==> config.mk <==
export PLATFORM = sky130hd
export DESIGN_NAME = sfq_scale
export DESIGN_NICKNAME = d
export VERILOG_FILES = /design/src/hw/rtl/sfq_pkg.sv /design/src/hw/rtl/sfq_scale.sv
export SDC_FILE = /design/constraint.sdc
export NUM_CORES = 1
export LEC_CHECK = 0
export ABC_AREA = 1
export BUFFER_PORTS_ARGS = -buffer_cell sky130_fd_sc_hd__buf_2
export CORE_UTILIZATION = 49
export CTS_CLUSTER_DIAMETER = 120
export DETAILED_ROUTE_END_ITERATION = 16
export GPL_TIMING_DRIVEN = 0
export PLACE_DENSITY_LB_ADDON = 0.3
export SYNTH_ARGS = -nofsm -noshare
export SYNTH_HDL_FRONTEND = slang
export SYNTH_SLANG_ARGS = --single-unit
==> constraint.sdc <==
create_clock -name clk -period 6.3 [get_ports clk]
set_input_delay 0 -clock clk [delete_from_list [all_inputs] [get_ports clk]]
set_output_delay 0 -clock clk [all_outputs]
set_load 0.05 [all_outputs]
==> src/hw/rtl/sfq_pkg.sv <==
// Shared constants and types for the symmetric Q15 FIR filter.
package sfq_pkg;

  localparam int SAMPLE_W      = 16;
  localparam int TAP_W         = 16;
  localparam int PRESUM_W      = SAMPLE_W + 1;
  localparam int PROD_W        = PRESUM_W + TAP_W;
  localparam int DATA_W        = 64;
  localparam int TAP_WORDS     = 4;
  localparam int TAPS_PER_WORD = DATA_W / TAP_W;
  localparam int REG_IDX_LSB   = 3;
  localparam int ADDR_W        = REG_IDX_LSB + $clog2(TAP_WORDS);

  localparam int TAP_COUNT_DEFAULT = 16;
  localparam int HDL_DELAY_DEFAULT = 4;

  // Output scaling: divide by 32767 after a signed remainder modulo 32768*32767.
  localparam int SCALE_DIV    = 32767;
  localparam int ROUND_BIAS   = (SCALE_DIV - 1) / 2;
  localparam int WRAP_MOD     = 32768 * SCALE_DIV;
  localparam int FOLD_SHIFT   = 30;
  localparam int FOLD_GAIN    = 15;
  localparam int FOLD_W       = FOLD_SHIFT + 1;
  localparam int QUOT_SHIFT   = 15;
  localparam int SCALE_STAGES = 5;

  typedef struct packed {
    logic shift;
    logic advance;
  } sfq_ctrl_t;

endpackage

==> src/hw/rtl/sfq_scale.sv <==
// Pipelined output scaling: signed remainder, rounded divide by 32767, 16-bit wrap.
module sfq_scale import sfq_pkg::*; #(
  parameter int SUM_W = PROD_W + $clog2(TAP_COUNT_DEFAULT)
) (
  input  logic                       clk,
  input  logic                       en,
  input  logic signed [SUM_W-1:0]    sum,
  output logic signed [SAMPLE_W-1:0] y
);

  logic [SUM_W-1:0]      mag;
  logic                  neg_a;
  logic [FOLD_W-1:0]     fold;
  logic                  neg_b;
  logic [FOLD_SHIFT-1:0] red;
  logic                  neg_c;
  logic [FOLD_SHIFT-1:0] biased;
  logic                  neg_d;
  logic [SAMPLE_W-1:0]   quot;
  logic                  neg_e;

  logic [FOLD_W-1:0]         fold_next;
  logic [FOLD_SHIFT-1:0]     red_next;
  logic [QUOT_SHIFT-1:0]     q0;
  logic [SAMPLE_W-1:0]       r0;
  logic [SAMPLE_W-1:0]       quot_next;

  // Since 2^30 is congruent to 2^15 modulo 32768*32767, the high bits fold down
  // and leave a value below twice the modulus.
  assign fold_next = (FOLD_W'(mag[SUM_W-1:FOLD_SHIFT]) << FOLD_GAIN)
                   + FOLD_W'(mag[FOLD_SHIFT-1:0]);
  assign red_next  = (fold >= FOLD_W'(WRAP_MOD)) ? FOLD_SHIFT'(fold - FOLD_W'(WRAP_MOD))
                                                 : FOLD_SHIFT'(fold);

  // Division by 2^15-1: quotient estimate from the high bits, then up to two
  // corrections from the small residue.
  assign q0        = biased[FOLD_SHIFT-1:QUOT_SHIFT];
  assign r0        = SAMPLE_W'(q0) + SAMPLE_W'(biased[QUOT_SHIFT-1:0]);
  assign quot_next = SAMPLE_W'(q0)
                   + SAMPLE_W'(r0 >= SAMPLE_W'(SCALE_DIV))
                   + SAMPLE_W'(r0 >= SAMPLE_W'(2 * SCALE_DIV));

  always_ff @(posedge clk) begin
    if (en) begin
      neg_a  <= sum[SUM_W-1];
      mag    <= sum[SUM_W-1] ? SUM_W'(-sum) : SUM_W'(sum);
      neg_b  <= neg_a;
      fold   <= fold_next;
      neg_c  <= neg_b;
      red    <= red_next;
      neg_d  <= neg_c;
      biased <= red + FOLD_SHIFT'(ROUND_BIAS);
      neg_e  <= neg_d;
      quot   <= quot_next;
    end
  end

  assign y = neg_e ? SAMPLE_W'(-quot) : SAMPLE_W'(quot);

endmodule

Word level (Yosys, flattened, before mapping)
Index checks and enable logic that the tools add are counted.
{ "word_totals": {"regBits": 149, "inputBits": 39, "output_inout_bits": 16, "word_cells": 25} }
{ "op_classes": {"n_addsub": 8, "order_cmp": 3, "muxes": 3} }
{ "op_table": {"columns": ["op", "count"], "rows": [
  ["negator 37 bit", 1],
  ["2-to-1 mux 36 bit", 1],
  ["adder 22 x 30 -> 31 bit", 1],
  [">= comparator 31 x 30 -> 1 bit (second input constant)", 1],
  ["adder 30 x 14 -> 30 bit (second input constant)", 1],
  ["2-to-1 mux 30 bit", 1],
  ["subtractor 30 bit (second input constant)", 1],
  ["adder 15 x 1 -> 16 bit", 1],
  ["adder 15 x 15 -> 16 bit", 1],
  ["adder 16 x 1 -> 16 bit", 1],
  [">= comparator 16 x 15 -> 1 bit (second input constant)", 1],
  [">= comparator 16 bit (second input constant)", 1],
  ["2-to-1 mux 16 bit", 1],
  ["negator 16 bit", 1]
]} }

Longest topological paths before layout
Gate-level depths: netlist (run 1).
{ "depth": {"ltp_word": 4, "ltp_mapped": 25, "mapped_depth_nobuf": 25} }

Worst setup path after synthesis (run 1)
Ideal clock, no wire load.
{ "synth_timing": {"kind": "register -> register", "start": "register biased[15]", "end": "register quot[14] (data pin)", "setup_time_ns": 0.260, "arrival_ns": 3.357, "required_time_ns": 6.040, "path_slack_ns": 2.683, "path_stages_with_launch": 23, "path_buffers": 0, "synth_period_minus_slack_ns": 3.617, "cell_sequence": "edfxtp_1 ha_1 fa_1 nand2_1 nand2_1 nand3_1 nand2_1 nand2_1 nand2_1 nand2_1 nand2_1 nor3_1 nand3_1 fa_1 inv_1 ha_1 nand3_2 nor3b_2 nand3_2 nor3b_2 nand2_1 nor2_1 xor2_1"} }
{ "synth_via": {"elab_chain_cells": 4, "elab_cells_between_ends": 5, "classes_between": "add/sub: 3; order compare: 2"} }
{ "synth_rtl": {"columns": ["item", "line_no", "source"], "rows": [
  ["start: declaration", "sfq_scale.sv:17", "logic [FOLD_SHIFT-1:0] biased;"],
  ["start signal: assignment", "sfq_scale.sv:52", "biased <= red + FOLD_SHIFT'(ROUND_BIAS);"],
  ["adder 15 x 15 -> 16 bit", "sfq_scale.sv:38", "assign r0 = SAMPLE_W'(q0) + SAMPLE_W'(biased[QUOT_SHIFT-1:0]);"],
  [">= comparator 16 x 15 -> 1 bit", "sfq_scale.sv:40", "+ SAMPLE_W'(r0 >= SAMPLE_W'(SCALE_DIV))"],
  ["adder 15 x 1 -> 16 bit", "sfq_scale.sv:40", null],
  ["adder 16 x 1 -> 16 bit (*)", "sfq_scale.sv:41", "+ SAMPLE_W'(r0 >= SAMPLE_W'(2 * SCALE_DIV));"],
  ["net quot_next[14]", "sfq_scale.sv:26", "logic [SAMPLE_W-1:0] quot_next;"],
  ["end signal: assignment", "sfq_scale.sv:54", "quot <= quot_next;"],
  ["end: declaration", "sfq_scale.sv:19", "logic [SAMPLE_W-1:0] quot;"]
]} }
The timed path passes the listed nets; every way through them passes the cells marked *.
A chain may end at the register's enable or synchronous reset.

Final worst setup path (run 1)
Same ends and word-level chain as after synthesis.

==> run_results.csv, run 1 <==
group,metric,value,unit
outcome,outcome,"finished, final reports clean",
clock_network,clk_latency,0.42,ns
route,dr_total_vias,6364,
clock_network,cts_root_buf,"clkbuf_16",
sta,rsz0062_at_grt,"false",
worst_setup_path,cp_max_fo,4,
worst_setup_path,worst-setup-path-type,"flop to flop",
layout,area_delta_synth_final,16.95,%
sta,maxSlewHeadroom,63.26,%
synthesis,syn_area,8761,sq um
power_and_ir_drop,power_density,270.3,nW/um^2
worst_setup_path,cp.arrival,4.29,ns
die,die_x,135.7,um
die,core-area,17360,sq um
grt,grt_antenna_before_repair,0,
synthesis,async_flop_share,0,%
grt,grt_max_degree,94,
sta,fin_setup_tns,0,ns
grt,grt_first_pass_wirelength,28250,um
layout,antenna-diode-count,0,
route,drc,0,
sta,post-route-min-period,4.120,ns
clock_network,cts_tree,"done",
die,initial_core_util,50.48,%
worst_setup_path,start_kind,"flop",
sta,tightest_slew,0.5454,ns
sta,fin_worst_skew,0.008529,ns
power_and_ir_drop,vdd_drop_max,0.0002412,V
place,io_buffers,54,
grt,use_met1,21.21,%
synthesis,avgSynthCellArea,9.320,sq um
synthesis,syn-num-nets,1009,
layout,drive_above_1_share,10.87,%
clock_network,numCtsBuffers,17,
synthesis,synth_edf_count,149,
synthesis,synth_warnings,0,
route,drtAntennaViolNets,0,
worst_setup_path,cp-end-kind,"flop",
die,die_y,135.7,um
grt,grt_pass1_vias,6295,
min_path,hold_path_class,"primary input to flop",
sta,finalSetupViolations,0,
sta,hold_viol,0,
synthesis,ys_seq_area_share,51.07,%
clock_network,clk_pin_slew,0.06,ns
flow_run,cap_violations,0,
clock_network,htree_levels,4,
grt,grt_usage,20.05,%
synthesis,synth_flop_cell,"edfxtp_1",
worst_setup_path,required,6.47,ns
clock_network,cts_sinks,149,
synthesis,synth_cell_types,45,
sta,holdWs,0.01473,ns
die,io_pins,55,
synthesis,synth_top_area_share,51.07,%
sta,clock.fmax,0.2427,GHz
power_and_ir_drop,p_leak,4.379,nW
layout,multi_input_area,3731,sq um
grt,grtUsageMet3,3.928,%
place,hpwlAfterDp,12840,um
synthesis,yosysTopAreaCell,"edfxtp_1",
place,gp_congestion,0.9054,
grt,overflow,0,
die,dieArea,18420,sq um
clock_network,cts_max_path_buffers,2,
synthesis,netlist_instances,940,
layout,seq_area,4474,sq um
route,initialDrtViolationCount,309,
sta,min_period_over_period,65.40,%
route,routed_wl,16710,um
grt,use_met2,37.53,%
route,routed_via_density,4.960,
route,dr.pass1.iters,6,
grt,busiest_layer,"met2",
layout,final_nets,1114,
layout,fill_cells,1495,
route,wl_per_cell,13.03,um
synthesis,ys_ff_latch,149,
die,rows,48,
synthesis,synth.top_cells.by_area,"edfxtp_1 51%, nand2_1 9.1%, xor2_1 8.4%, inv_1 5.7%, ha_1 3.9%",
sta,maxSlewViolCount,0,
metal layers:
metal / wire (um) / up-vias
li1: - / 3343
met1: 6792 / 2835
met2: 8821 / 148
met3: 564 / 38
met4: 533 / 0
met5: 0 / -
cell usage after synthesis (3+ instances only):
cell,instances
nand3b_1,5
nor3_2,4
o21ai_0,26
nor4_1,9
edfxtp_1,149
a21oi_1,18
clkbuf_1,5
or2_2,4
nand4_1,20
nand3_2,4
nand2_1,212
nor2_1,80
ha_1,27
xor2_1,84
fa_1,3
a31oi_1,3
inv_1,133
nor3_1,29
nor2_2,5
nand3_1,63
nor3b_1,3
xnor2_1,25
where the power goes:
group	internal, mW	switching, mW
Combinational	0.181	0.311
Sequential	1.22	0.0676
Clock	0.590	0.402
flip-flops by register name, summed over array words and instances, names as in the netlist:
register  flops
neg_d         1
quot         16
red          30
biased       30
mag          37
neg_e         1
neg_c         1
fold         31
neg_b         1
neg_a         1
logic make-up after synthesis:
| logic type | Yosys count | share of synthesized area, % |
|---|---|---|
| and+or+nand+nor | 450 | 23.26 |
| DFF | 149 | 51.07 |
| buffers and inverters | 143 | 6.341 |
| xor gates and xnor gates | 109 | 10.90 |
| AOI/OAI and AO/OA | 59 | 3.885 |
| adders and majority gates | 30 | 4.542 |
cell type report:
class / instances / share of cell area, %
Multi-Input combinational cell: 648 / 36.41
Timing Repair Buffer: 86 / 5.996
Tap cell: 225 / 2.748
Buffer: 8 / 0.4762
Clock buffer: 17 / 4.152
Inverter: 135 / 4.946
Clock inverter: 15 / 1.600
Sequential cell: 149 / 43.67
worst max-delay path, stage by stage (launching register included):
cell and delay (ns):
edfxtp_1 0.46, ha_1 0.26, fa_1 0.44, nand2_1 0.11
nand2_1 0.10, nand3_1 0.08, nand3_1 0.08, nor2_1 0.12
nand4_1 0.18, nor3_1 0.20, nand3_1 0.12, fa_1 0.39
inv_1 0.08, ha_1 0.19, nand3_2 0.11, nor3b_2 0.25
nand3_2 0.14, nor3b_2 0.24, nand2_1 0.11, nor2_1 0.12
xor2_1 0.08
worst paths after layout:
kind	startpoint	end	slack [ns]	depth (start not counted)
setup / recovery	biased[15]	quot[14]	2.18	20
hold / removal	sum[12]	mag[12]	0.01	3
setup reg to reg	biased[15]	quot[14]	2.18	20
hold reg to reg	mag[11]	fold[11]	0.42	0
per-stage QoR:
step | utilization [%] | cells | setup WS (ns) | total power, mW | instance area [sq um]
6_report | 59.03 | 1283 | 2.180 | 2.769 | 10250
5_1_grt | 59.03 | 1283 | 1.831 | 2.917 | 10250
3_3_place_gp | 53.65 | 1219 | 2.283 | 1.772 | 9313
4_1_cts | 59.03 | 1283 | 2.179 | 2.790 | 10250
3_5_place_dp | 53.85 | 1220 | 2.185 | 1.782 | 9346
2_1_floorplan | - | 940 | 2.683 | 1.643 | 8761
timing repair:
action                     CTS  global route
setup buffers                0             0
hold endpoints to repair    31             0
resized for setup            0             0
setup endpoints to repair    0             0
hold buffers                31             0
placed cells by master, fill, tap and decap left out, types with 4 or more instances in the layout:
master / synthesis / final
nand2_1: 212 / 212
edfxtp_1: 149 / 149
inv_1: 133 / 133
xor2_1: 84 / 84
nor2_1: 80 / 80
nand3_1: 63 / 63
buf_2: 0 / 53
dlygate4sd3_1: 0 / 31
nor3_1: 29 / 29
ha_1: 27 / 27
o21ai_0: 26 / 26
xnor2_1: 25 / 25
nand4_1: 20 / 20
a21oi_1: 18 / 18
clkbuf_16: 0 / 17
nor4_1: 9 / 9
inv_6: 0 / 6
nor2_2: 5 / 5
nand3b_1: 5 / 5
clkbuf_1: 5 / 5
nand3_2: 4 / 4
nor3_2: 4 / 4
or2_2: 4 / 4
Note: power is estimated with default switching activity, not from simulation.
==> run 2, diff against run 1 <==
Clock period 6.3 ns to 3.7 ns, I/O delays scaled along.
==> run 2 against run 1 <==
  * The flow now finishes with violations (setup timing)
  * Clock power is 70% higher
  * Core utilization up 2.2 points
  * Final area increased by 3.7%
  * Global-route usage is 0.30 points higher
  * Combinational power is 85% higher
  * Sequential power up 70%
  * Critical path depth up 1
  * Die area unchanged
  * Critical endpoint unchanged
  * Largest cell class unchanged
==> run_results.csv, run 2 (same netlist as run 1, synthesis figures left out) <==
group,metric,value,unit
grt,grt_max_degree,94,
layout,fill_cells,1452,
flow_run,cap_violations,0,
layout,largest_register_ff_count,37,
die,initial_core_util,50.48,%
power_and_ir_drop,vdd_drop_max,0.0004102,V
sta,min_period_over_period,101.9,%
clock_network,htree_levels,4,
sta,holdWs,0.01349,ns
route,routed_wl,17490,um
sta,tightest_slew,0.5211,ns
layout,fin_util,61.19,%
worst_setup_path,crit_start,"biased[15]",
sta,fin_worst_skew,0.01380,ns
clock_network,cts_root_buf,"clkbuf_16",
sta,finalSetupViolations,3,
power_and_ir_drop,p_leak,4.514,nW
worst_setup_path,start_kind,"flop",
die,die_x,135.7,um
sta,clock.fmax,0.2653,GHz
route,routed_via_density,5.011,
die,core-area,17360,sq um
sta,fin_ws,-0.06984,ns
layout,final_cell_mix,"208 x nand2_1, 149 x edfxtp_1, 131 x inv_1",
clock_network,cts_sinks,149,
clock_network,numCtsBuffers,17,
power_and_ir_drop,finalPower,4.793,mW
grt,grt_pass1_vias,6349,
grt,grt_first_pass_wirelength,28640,um
place,hpwlAfterDp,12840,um
die,dieArea,18420,sq um
layout,drive_above_1_share,15.24,%
sta,fin_setup_tns,-0.1201,ns
layout,final_nets,1139,
worst_setup_path,cp.arrival,3.95,ns
die,die_y,135.7,um
place,gp_congestion,0.9054,
outcome,outcome,"complete, but fails checks",
die,rows,48,
worst_setup_path,crit_buf_inv,2,
sta,post-route-min-period,3.770,ns
layout,area_delta_synth_final,21.22,%
die,io_pins,55,
min_path,hold_path_class,"primary input to flop",
layout,antenna-diode-count,0,
worst_setup_path,slowest_stage,"fa_2",
worst_setup_path,cp_max_fo,2,
worst_setup_path,critPathMaxStageDelay,0.51,ns
grt,grt_usage,20.34,%
sta,rsz0062_at_grt,"true",
route,dr.pass1.iters,4,
worst_setup_path,r2r_start,"biased[15]",
route,drtAntennaViolNets,0,
layout,regMostFlops,"mag",
grt,overflow,0,
outcome,violations,"setup timing",
sta,hold_viol,0,
worst_setup_path,crit_chain,"ha_4 > fa_2 > nand2_1 > nor2_1 > nand3_1 > nor2_2 > nand4_1 > nor2_1 > nand3_1 > nand2_1 > inv_2 > fa_2 > inv_2 > ha_4 > nand3_4 > nor3b_4 > nand3_2 > nor3b_2 > nand2_1 > nor2_1 > xor2_1",
worst_setup_path,worst-setup-path-type,"flop to flop",
worst_setup_path,required,3.88,ns
clock_network,cts_max_path_buffers,2,
power_and_ir_drop,power_density,451.3,nW/um^2
route,dr_total_vias,6554,
layout,largestRegisters,"mag x37, fold x31",
clock_network,clk_latency,0.42,ns
route,drc,0,
worst_setup_path,critical_path.top_delay_family,"simple AND/OR/NAND/NOR gates",
min_path,hp-start,"sum[12]",
sta,maxSlewViolCount,0,
route,wl_per_cell,13.37,um
worst_setup_path,cp-end-kind,"flop",
route,initialDrtViolationCount,306,
grt,grt_antenna_before_repair,0,
place,io_buffers,54,
clock_network,clk_pin_slew,0.07,ns
layout,mostFrequentLayoutCell,"nand2_1",
clock_network,cts_tree,"done",
sta,maxSlewHeadroom,64.90,%
-- run 2: cell type report --
class                      instances  area [sq um]  area share [%]
buffer                             8         48.80          0.4595
clock buffer                      17         425.4           4.006
clock inverter                    15         163.9           1.543
inverter                         135         506.7           4.771
multi-input combinational        648          3918           36.89
sequential                       149          4474           42.13
tap                              225         281.5           2.651
timing repair buffer             111         802.0           7.552
-- run 2: worst paths after layout --
| check | cells past startpoint | slack (ns) | endpoint |
|---|---|---|---|
| max | 21 | -0.07 | quot[14] |
| min | 3 | 0.01 | mag[12] |
| max reg2reg | 21 | -0.07 | quot[14] |
| min reg2reg | 0 | 0.42 | fold[11] |
-- run 2: worst reg2reg max path: cells and delay by family, from the launching register on --
family / cells / cell delay [ns]
AND/OR/NAND/NOR: 14 / 1.61
flip-flops: 1 / 0.49
XOR/XNOR: 1 / 0.08
adder cells (fa/ha/maj): 4 / 1.22
buffers and inverters: 2 / 0.13
-- run 2: stage by stage --
| stage | cell area [sq um] | setup WS [ns] | instances |
|---|---|---|---|
| floorplan | 8761 | 0.08265 | 940 |
| global route | 10620 | -0.2695 | 1308 |
| finish | 10620 | -0.06984 | 1308 |
| CTS | 10420 | -0.1813 | 1298 |
| global placement | 9313 | -0.3165 | 1219 |
| detailed placement | 9346 | -0.4149 | 1220 |
-- run 2: what timing repair did --
item	4_1_cts	5_1_grt
gates resized for setup	13	22
pin swaps	16	20
hold endpoints to repair	31	0
hold buffers	31	0
cloned	0	0
setup endpoints to repair	7	10
buffers inserted	15	10
-- run 2: routing by layer --
| metal | up-vias | wire, um | part of all wire (%) | global-route usage, % |
|---|---|---|---|---|
| li1 | 3393 | - | - | - |
| met1 | 2963 | 6943 | 40 | 21.51 |
| met2 | 156 | 9310 | 53 | 38.04 |
| met3 | 42 | 588 | 3.4 | 3.928 |
| met4 | 0 | 647 | 3.7 | 10.36 |
| met5 | - | 0 | 0 | 0 |
-- run 2: power breakdown --
group	switching, mW	internal [mW]
sequential	0.119	2.07
combinational	0.559	0.349
clock	0.688	1.01
==> run 3, diff against run 2 <==
Clock period 3.7 ns to 3.4 ns, I/O delays scaled along.
==> run 3 against run 2 <==
  * The flow still finishes with violations (setup timing)
  * Non-clock buffer count down 4
  * Global-route usage down 0.66 points
  * Die area unchanged
  * First-iteration DRC count down 1.3%
  * Critical path type unchanged
  * Critical endpoint unchanged
  * Largest power group unchanged
==> run_results.csv, run 3 (same netlist as run 1, synthesis figures left out) <==
group,metric,value,unit
grt,grt_pass1_vias,6182,
sta,clock.fmax,0.2643,GHz
grt,grt_antenna_before_repair,0,
power_and_ir_drop,power_density,479.8,nW/um^2
route,wl_met1,6788,um
layout,largest_register_ff_count,37,
worst_setup_path,cp_max_fo,2,
sta,hold_viol,0,
die,die_y,135.7,um
place,io_buffers,54,
power_and_ir_drop,finalPower,5.027,mW
clock_network,cts_root_buf,"clkbuf_16",
clock_network,htree_levels,4,
place,placed_area,9376,sq um
route,wl_met3,574,um
worst_setup_path,r2r_start,"biased[15]",
place,dp.cells,1220,
route,drtAntennaViolNets,0,
sta,maxSlewHeadroom,65.27,%
sta,tightest_slew,0.5209,ns
grt,grt_max_degree,94,
clock_network,cts_tree,"done",
power_and_ir_drop,p_leak,4.467,nW
worst_setup_path,worst-setup-path-type,"flop to flop",
sta,finalSetupViolations,9,
route,initialDrtViolationCount,302,
sta,fin_setup_tns,-2.248,ns
route,drc,0,
die,initial_core_util,50.48,%
sta,maxSlewViolCount,0,
layout,drive_above_1_share,14.19,%
layout,stdcell_area,10480,sq um
worst_setup_path,r2r_setup_slack,-0.38,ns
layout,largestRegisters,"mag x37, fold x31",
route,routed_via_density,4.935,
clock_network,clk_pin_slew,0.06,ns
clock_network,clk_latency,0.42,ns
die,die_x,135.7,um
die,core-area,17360,sq um
layout,final_cell_mix,"210 x nand2_1, 149 x edfxtp_1, 131 x inv_1",
clock_network,numCtsBuffers,17,
route,dr.pass1.iters,5,
place,post-place-ws,-0.5549,ns
layout,antenna-diode-count,0,
sta,fin_worst_skew,0.009174,ns
layout,layout.cells.non_filler,1303,
worst_setup_path,worstReg2RegEnd,"quot[14]",
outcome,violations,"setup timing",
die,io_pins,55,
place,hpwlAfterDp,12730,um
sta,rsz0062_at_grt,"true",
worst_setup_path,worstRegToRegCells,21,
flow_run,cap_violations,0,
clock_network,cts_max_path_buffers,2,
min_path,hold_path_class,"primary input to flop",
worst_setup_path,cp.arrival,3.96,ns
sta,min_period_over_period,111.3,%
die,dieArea,18420,sq um
clock_network,cts_sinks,149,
grt,grt_usage,19.68,%
worst_setup_path,crit_start,"biased[15]",
worst_setup_path,required,3.57,ns
place,gp_congestion,0.8915,
layout,mostFrequentLayoutCell,"nand2_1",
route,dr_total_vias,6430,
sta,fin_ws,-0.3837,ns
grt,grt_first_pass_wirelength,27470,um
worst_setup_path,start_kind,"flop",
route,wl_per_cell,12.99,um
worst_setup_path,cp-end-kind,"flop",
sta,post-route-min-period,3.784,ns
grt,overflow,0,
layout,regMostFlops,"mag",
route,routed_wl,16930,um
route,wl_met2,9060,um
layout,area_delta_synth_final,19.58,%
die,rows,48,
layout,final_nets,1135,
outcome,outcome,"complete, but fails checks",
worst_setup_path,worstSetupEndpoint,"quot[14]",
route,top_layer,"met4",
power_and_ir_drop,vdd_drop_max,0.0003700,V
run 3: cell type report:
cell class,count,area [sq um]
plain buffers,8,48.80
clock buffers,19,432.9
clock inverters,12,106.4
fillers,1461,6880
inverters,135,506.7
multi-input cells,648,3854
flip-flops and latches,149,4474
well taps,225,281.5
repair buffers,107,772.0
run 3: timing repair:
item,4_1_cts,5_1_grt
hold buffers,31,0
endpoints found under the hold margin,32,0
pin swaps,11,1
gates resized for setup,7,11
endpoints found under the setup margin,8,12
buffers inserted,17,7
run 3: power by group:
group	switching (mW)	internal (mW)	leakage, nW	total [mW]
registers	0.123	2.26	1.46	2.38
logic	0.598	0.364	2.75	0.962
clock network	0.685	1.00	0.259	1.68
total	1.41	3.62	4.47	5.03
run 3: worst min path at each step:
stage               startpoint  endpoint  slack [ns]  cells past startpoint
finish                 sum[21]   mag[21]        0.02                      3
global route           sum[15]   mag[15]        0.02                      3
CTS                    sum[21]   mag[21]        0.01                      3
detailed placement      sum[0]    mag[0]        0.20                      1
global placement        sum[0]    mag[0]        0.20                      1
floorplan               sum[0]    mag[0]         0.1                      0
run 3: layer usage:
layer  global-route usage (%)  up-vias
met5                        0        -
met1                    19.84     2858
met3                    3.330       32
met2                    38.35      150
li1                         -     3390
met4                    9.863        0
run 3: stage by stage:
stage	util (%)	hold WS, ns
floorplan	-	0.09887
global placement	53.83	0.2010
detailed placement	54.02	0.2040
CTS	59.78	0.01068
global route	60.36	0.02399
finish	60.36	0.02164
run 3: worst max-delay path: stages (launching register included):
cell and delay (ns):
edfxtp_1 0.47, ha_4 0.20, fa_2 0.51, nand2_1 0.05, nor2_1 0.08, nand3_1 0.08
nor2_1 0.10, nand4_1 0.16, nor2_1 0.14, nand3_1 0.08, nand2_1 0.07, inv_2 0.04
fa_2 0.34, inv_2 0.08, ha_4 0.14, nand3_4 0.08, nor3b_4 0.23, nand3_2 0.12
nor3b_2 0.24, nand2_1 0.11, nor2_1 0.12, xor2_1 0.08
